`src/rtl/core/vrom_pkg.sv`:
```
`timescale 1ns / 1ps
// ============================================================================
// vrom_pkg
// Shared types and codes for the voxel ray occupancy marker.
// ============================================================================
package vrom_pkg;

    localparam int COORD_W   = 16;
    localparam int VOX_W     = 10;
    localparam int CFG_IDX_W = 3;
    localparam int OUT_CNT_W = 17;
    localparam int SQ_W      = 34;

    localparam logic [OUT_CNT_W-1:0] COUNT_MAX = 17'h1FFFF;

    // operation codes
    localparam logic [1:0] OP_HIT  = 2'd0;
    localparam logic [1:0] OP_FREE = 2'd1;
    localparam logic [1:0] OP_READ = 2'd2;

    // cell states
    localparam logic [1:0] CELL_UNKNOWN  = 2'd0;
    localparam logic [1:0] CELL_FREE     = 2'd1;
    localparam logic [1:0] CELL_OCCUPIED = 2'd2;

    // configuration register indexes
    localparam logic [CFG_IDX_W-1:0] REG_VOXEL = 3'd0;
    localparam logic [CFG_IDX_W-1:0] REG_MIN_X = 3'd1;
    localparam logic [CFG_IDX_W-1:0] REG_MAX_X = 3'd2;
    localparam logic [CFG_IDX_W-1:0] REG_MIN_Y = 3'd3;
    localparam logic [CFG_IDX_W-1:0] REG_MAX_Y = 3'd4;
    localparam logic [CFG_IDX_W-1:0] REG_MIN_Z = 3'd5;
    localparam logic [CFG_IDX_W-1:0] REG_MAX_Z = 3'd6;

    typedef enum logic [3:0] {
        ST_CLEAR,
        ST_IDLE,
        ST_SQ,
        ST_NCNT,
        ST_SDIV_GO,
        ST_SDIV_WAIT,
        ST_BOUND,
        ST_CDIV_WAIT,
        ST_ADDR,
        ST_MRD,
        ST_MWR,
        ST_NEXT,
        ST_FINISH
    } state_t;

    typedef struct packed {
        logic busy;
        logic done;
    } div_stat_t;

endpackage

```
`src/rtl/core/vrom_div.sv`:
```
`timescale 1ns / 1ps
// ============================================================================
// vrom_div
// Shared restoring divider, one quotient bit per cycle.
// ============================================================================
module vrom_div
    import vrom_pkg::*;
#(
    parameter int NUM_W = 27,
    parameter int DEN_W = 10
) (
    input  logic             clk,
    input  logic             rst_n,
    input  logic             start,
    input  logic [NUM_W-1:0] num,
    input  logic [DEN_W-1:0] den,
    output logic [NUM_W-1:0] quo,
    output div_stat_t        stat
);

    localparam int CNT_W = $clog2(NUM_W + 1);

    logic             busy_reg, busy_next;
    logic             done_reg, done_next;
    logic [CNT_W-1:0] cnt_reg, cnt_next;
    logic [DEN_W:0]   rem_reg, rem_next;
    logic [NUM_W-1:0] quo_reg, quo_next;
    logic [DEN_W-1:0] den_reg, den_next;
    logic [DEN_W:0]   rem_sh;
    logic             fits;

    always_ff @(posedge clk or negedge rst_n)
    begin
        if (!rst_n)
        begin
            busy_reg <= 1'b0;
            done_reg <= 1'b0;
            cnt_reg  <= '0;
        end
        else
        begin
            busy_reg <= busy_next;
            done_reg <= done_next;
            cnt_reg  <= cnt_next;
        end
    end

    always_ff @(posedge clk)
    begin
        rem_reg <= rem_next;
        quo_reg <= quo_next;
        den_reg <= den_next;
    end

    // one shift-subtract step
    always_comb
    begin
        rem_sh    = {rem_reg[DEN_W-1:0], quo_reg[NUM_W-1]};
        fits      = rem_sh >= {1'b0, den_reg};
        busy_next = busy_reg;
        done_next = 1'b0;
        cnt_next  = cnt_reg;
        rem_next  = rem_reg;
        quo_next  = quo_reg;
        den_next  = den_reg;
        if (start)
        begin
            busy_next = 1'b1;
            cnt_next  = '0;
            rem_next  = '0;
            quo_next  = num;
            den_next  = den;
        end
        else if (busy_reg)
        begin
            rem_next = fits ? (rem_sh - {1'b0, den_reg}) : rem_sh;
            quo_next = {quo_reg[NUM_W-2:0], fits};
            cnt_next = cnt_reg + 1'b1;
            if (cnt_reg == CNT_W'(NUM_W - 1))
            begin
                busy_next = 1'b0;
                done_next = 1'b1;
            end
        end
    end

    assign quo       = quo_reg;
    assign stat.busy = busy_reg;
    assign stat.done = done_reg;

endmodule

```
`config.mk`:
```
export PLATFORM = sky130hd
export DESIGN_NAME = vrom_div
export DESIGN_NICKNAME = d
export VERILOG_FILES = /design/src/rtl/core/vrom_pkg.sv /design/src/rtl/core/vrom_div.sv
export SDC_FILE = /design/constraint.sdc
export NUM_CORES = 1
export LEC_CHECK = 0
export ABC_CLOCK_PERIOD_IN_PS = 2350
export BUFFER_PORTS_ARGS = -buffer_cell sky130_fd_sc_hd__buf_2
export CORE_MARGIN = 8
export CORE_UTILIZATION = 53
export CTS_CLUSTER_SIZE = 40
export DETAILED_ROUTE_END_ITERATION = 8
export PLACE_DENSITY = 0.8
export SLEW_MARGIN = 20
export SYNTH_ARGS = -nofsm -noshare
export SYNTH_HDL_FRONTEND = slang
export SYNTH_SLANG_ARGS = --single-unit
```
`constraint.sdc`:
```
create_clock -name clk -period 2.35 [get_ports clk]
set_input_delay 0.1175 -clock clk [delete_from_list [all_inputs] [get_ports clk]]
set_output_delay 0.1175 -clock clk [all_outputs]
set_load 0.01 [all_outputs]
```
Word level (Yosys, flattened, before mapping)
Cells that the tools add are included.

operators by class
  mux-type cells = 11
  $mul = 0
  $lt $le $gt $ge = 1
  shift operators = 0
  bitwise logic cells = 0
  divide/modulo/power cells = 0
  eq/ne operators = 1
  reductions and logical operators = 1
  add/subtract/negate cells = 2

operators with widths
  operator                                                        number
  27-bit 2-to-1 mux                                               2
  11-bit by 10-bit greater-or-equal comparator with 1-bit output  1
  10-bit 2-to-1 mux                                               1
  5-bit 2-to-1 mux                                                2
  10-bit subtractor                                               1
  1-bit 2-to-1 mux                                                6
  5-bit by 1-bit adder with 5-bit output (second input constant)  1
  5-bit == test (second input constant)                           1
  2-bit nonzero test                                              1

storage, ports and cells
  bits in registers = 54
  memories = 0
  memory bits (read-only) = 0
  latch bits = 0
  output and inout bits = 29
  logic and storage cells = 22
  bits in writable memories = 0
  bits of input ports = 40

Longest topological paths before layout
  depth in word-level cells = 4
  depth in mapped cells = 10
  mapped depth without buffers = 10

Worst setup path before layout
No wires, ideal clock.

  kind = flip-flop to flip-flop
  start point = reg quo_reg[26], in the netlist quo[26]
  end point = reg rem_reg[6]
  data arrival time = 2.012 ns
  period minus slack after synthesis = 2.097 ns
  setup time = 0.086 ns
  data required time = 2.264 ns
  buffers on the path = 0
  cell stages (with the launch flop) = 11
  slack = 0.253 ns
  path through = edfxtp_1 inv_1 ha_1 inv_1 fa_1 a211oi_1 o21bai_1 a21oi_1 xnor2_1 mux2i_1 a211oi_1

between the ends
  cells in the longest elaborated chain, start to end = 2
  elaborated cells between the ends (all ways) = 3
  those cells by class = add/sub (1); order compare (1); mux (1)

RTL lines
  element                                                                                                     line                            source
  start, declared                                                                                             vrom_div.sv:27                  logic [NUM_W-1:0] quo_reg, quo_next;
  start signal, assigned                                                                                      vrom_div.sv:51                  quo_reg <= quo_next;
  10-bit subtractor / 11-bit by 10-bit greater-or-equal comparator with 1-bit output (equally long branches)  vrom_div.sv:76, vrom_div.sv:59
  10-bit 2-to-1 mux *                                                                                         vrom_div.sv:76                  rem_next = fits ? (rem_sh - {1'b0, den_reg}) : rem_sh;
  end signal, assigned                                                                                        vrom_div.sv:50                  rem_reg <= rem_next;
  end, declared                                                                                               vrom_div.sv:26                  logic [DEN_W:0] rem_reg, rem_next;

Mark *: on every way between the ends. The rest lies on a longest branch, timed or not.
A chain may end at the register's enable or synchronous reset.

Worst setup path in the final report
Same ends and word-level chain as after synthesis.

==> flow_metrics.tcl <==
set metrics [dict create \
    grt_overflow 0 \
    grt_pass1_wl_mm 8.942 \
    r2r-end "rem_reg[6]$_SDFFE_PP0P_" \
    placed_area_sq_um 3161 \
    grt_pass1_vias 1932 \
    layout_commonest_cell "buf_2" \
    slew_violations 0 \
    diodes 0 \
    slowest_stage "edfxtp_1" \
    p_sw_mw 0.5272 \
    root_buffer "clkbuf_8" \
    synth-warning-count 0 \
    max_stage_delay_ns 0.39 \
    final_hold_viol_count 0 \
    postSynthCellCount 220 \
    finalCritPeriodShare_pct 90.83 \
    cts.sinks 54 \
    rrSetupSlack_ns 0.22 \
    comb_power_share_pct 17.0 \
    p_clk_share_pct 26.8 \
    largest_reg_flops 27 \
    rsz0062_at_grt "no" \
    fmax_ghz 0.4685 \
    netSwitchingFraction_pct 26.09 \
    worstSkewPairLatency_ns 0.31 \
    hold-path-endpoint "quo[22]$_DFFE_PP_" \
    reg2reg_depth 10 \
    syn_nets 273 \
    dieWidth_um 87.99 \
    start_util_pct 54.47 \
    ys_seq_elements 54 \
    portBuffers 68 \
    cp.depth 10 \
    grt.total_usage_pct 14.85 \
    crit_type "flip-flop to flip-flop" \
    start_kind "flip-flop" \
    pwr-share-seq_pct 56.2 \
    seq_area_frac_synth_pct 54.12 \
    multi_input_area_sq_um 1159 \
    hold_slack_ns 0.09383 \
    max-vdd-ir-drop_mv 0.3366 \
    cts-buffers-inserted 5 \
    worstHoldPathCells 2 \
    postSynthAreaPerCell_sq_um 12.48 \
    io-pin-count 69 \
    seq_area_sq_um 1486 \
    leakage_nw 1.450 \
    min_from "num[22]" \
    final_antenna_net_count 0 \
    core_sq_um 5042 \
    vias 1939 \
    wl_mm 5.488 \
    crit_path_end_kind "flip-flop" \
    final_area_sq_um 3369 \
    drcViolationCount 0 \
    gp_congestion 0.7997 \
    min_period_ns 2.135 \
    setup_viol 0 \
    cts_buffer_depth 2 \
    crit_path_frequent_cell "inv_1" \
    worst-path-buf-inv 2 \
    num-fill-cells 405 \
    place_hpwl_mm 4.019 \
    synthArstFlopShare_pct 12.96 \
    crit_fanout 3 \
    place_inst 351 \
    crit_chain "inv_1 -> ha_1 -> inv_1 -> fa_2 -> a211oi_2 -> o21bai_1 -> a21oi_1 -> xnor2_1 -> mux2i_1 -> a211oi_1" \
    p_int_mw 1.493 \
    fin_worst_skew_ns 0.008062 \
    path_clk_slew_ns 0.10 \
    tns_ns 0 \
    synth_ff_type "edfxtp_1" \
    status "complete, no violations" \
    antenna_found_initial 0 \
    r2r_start "quo[26]$_DFFE_PP_" \
    drive_above_1_share_pct 38.33 \
    first_pass_iters 4 \
    hold_class "primary input to flip-flop" \
    instances_no_fill 370 \
    worstMarginPinSlew_ns 0.6217 \
    ys_types 40 \
    cts_setup_buffers 0 \
    grt_max_degree 36 \
    area_growth_pct 22.69 \
    p_per_area_nw_per_um2 599.6 \
    cts_tree "done" \
    mostFrequentLayoutCells "68 x buf_2, 37 x edfxtp_1, 28 x mux2_2" \
    htreeDepth 2 \
    dieArea_sq_um 7741 \
    drtIter0Drc 111 \
    crit_required_ns 2.57 \
    crit_arrival_ns 2.36 \
    viasPerCell 5.241 \
    max-slew-margin-rel_pct 58.55 \
    synth-edff-count 37 \
    rows 26 \
    wire_per_inst_um 14.83 \
    path_delay_family "compound AO/OA/AOI/OAI gates" \
    max_cap_violations 0 \
    fp.dieH_um 87.99 \
    num-nets-final 352 \
    syn_area_sq_um 2746 \
]
-- worst reg2reg max path: stages (launching register included) --
cell and delay, ns:
edfxtp_1 0.39, inv_1 0.08, ha_1 0.17, inv_1 0.06, fa_2 0.37, a211oi_2 0.22, o21bai_1 0.12, a21oi_1 0.19
xnor2_1 0.13, mux2i_1 0.08, a211oi_1 0.24
-- synth_stat cells (all sizes together) (2+ instances only) --
library cell	n	area, sq um
nand2	7	26.28
mux2	28	315.3
or3b	2	17.52
nand4	2	12.51
xnor2	7	61.31
dfrtp	7	175.2
nor3	3	15.01
nand3	3	15.01
xor2	4	35.03
ha	12	150.1
a211oi	8	60.06
a21oi	9	45.04
buf	8	45.04
mux2i	7	70.07
inv	14	52.55
nor2	16	60.06
or3	2	12.51
dfxtp	10	200.2
o211ai	2	15.01
nand2b	2	12.51
o311ai	2	17.52
clkbuf	3	11.26
nor2b	2	12.51
edfxtp	37	1111
nand4b	3	26.28
a21o	7	52.55
o21ai	2	10.01
-- per-layer routing --
layer	GRT usage, %	wire [um]	vias up
met2	22.98	2413	64
met3	7.411	523	7
met1	17.35	2474	902
li1	-	-	966
met4	5.156	77	0
met5	0	0	-
-- logic make-up (layout without fill, tap and decap cells) --
family,after synthesis,count (layout),share of synthesized area (%)
AOI/OAI and AO/OA,38,38,10.02
xor gates and xnor gates,11,11,3.508
adders and majority gates,13,13,6.196
buffers and inverters,25,105,3.963
DFF,54,54,54.12
muxes,35,35,14.03
and+or+nand+nor,44,44,8.155
-- metrics by stage --
step / power, mW / worst slack, ns / util, %
6_report: 2.020 / 0.2155 / 66.82
5_1_grt: 2.100 / 0.07159 / 66.82
4_1_cts: 2.035 / 0.09658 / 66.67
3_5_place_dp: 1.485 / 0.1326 / 62.68
3_3_place_gp: 1.474 / 0.2496 / 62.68
2_1_floorplan: 1.357 / 0.2528 / -
-- power groups by stage --
| stage | Combinational, mW | Sequential, mW | Clock [mW] |
|---|---|---|---|
| floorplan | 0.182 | 1.17 | 0 |
| global placement | 0.321 | 1.15 | 0 |
| detailed placement | 0.329 | 1.16 | 0 |
| CTS | 0.345 | 1.14 | 0.554 |
| global route | 0.381 | 1.15 | 0.574 |
| finish | 0.344 | 1.14 | 0.541 |
-- worst max-delay path by stage --
stage | from | endpoint | slack [ns]
5_1_grt | quo[26]$_DFFE_PP_ | rem_reg[6]$_SDFFE_PP0P_ | 0.07
6_report | quo[26]$_DFFE_PP_ | rem_reg[6]$_SDFFE_PP0P_ | 0.22
2_1_floorplan | quo[26]$_DFFE_PP_ | rem_reg[6]$_SDFFE_PP0P_ | 0.25
3_3_place_gp | quo[26]$_DFFE_PP_ | rem_reg[6]$_SDFFE_PP0P_ | 0.25
4_1_cts | quo[26]$_DFFE_PP_ | rem_reg[6]$_SDFFE_PP0P_ | 0.1
3_5_place_dp | quo[26]$_DFFE_PP_ | rem_reg[6]$_SDFFE_PP0P_ | 0.13
-- area by class of cell --
type | instances | share of cell area, %
Clock buffer | 5 | 2.042
Clock inverter | 3 | 0.6684
Inverter | 14 | 1.560
Multi-Input combinational cell | 141 | 34.39
Sequential cell | 54 | 44.11
Tap cell | 70 | 2.599
Timing Repair Buffer | 83 | 14.63
-- what timing repair did --
action | 4_1_cts | 5_1_grt
resized for setup | 0 | 2
endpoints found under the hold margin | 17 | 0
hold buffers | 11 | 0
setup endpoints to repair | 0 | 2
Note: power is estimated with default switching activity, not from simulation.
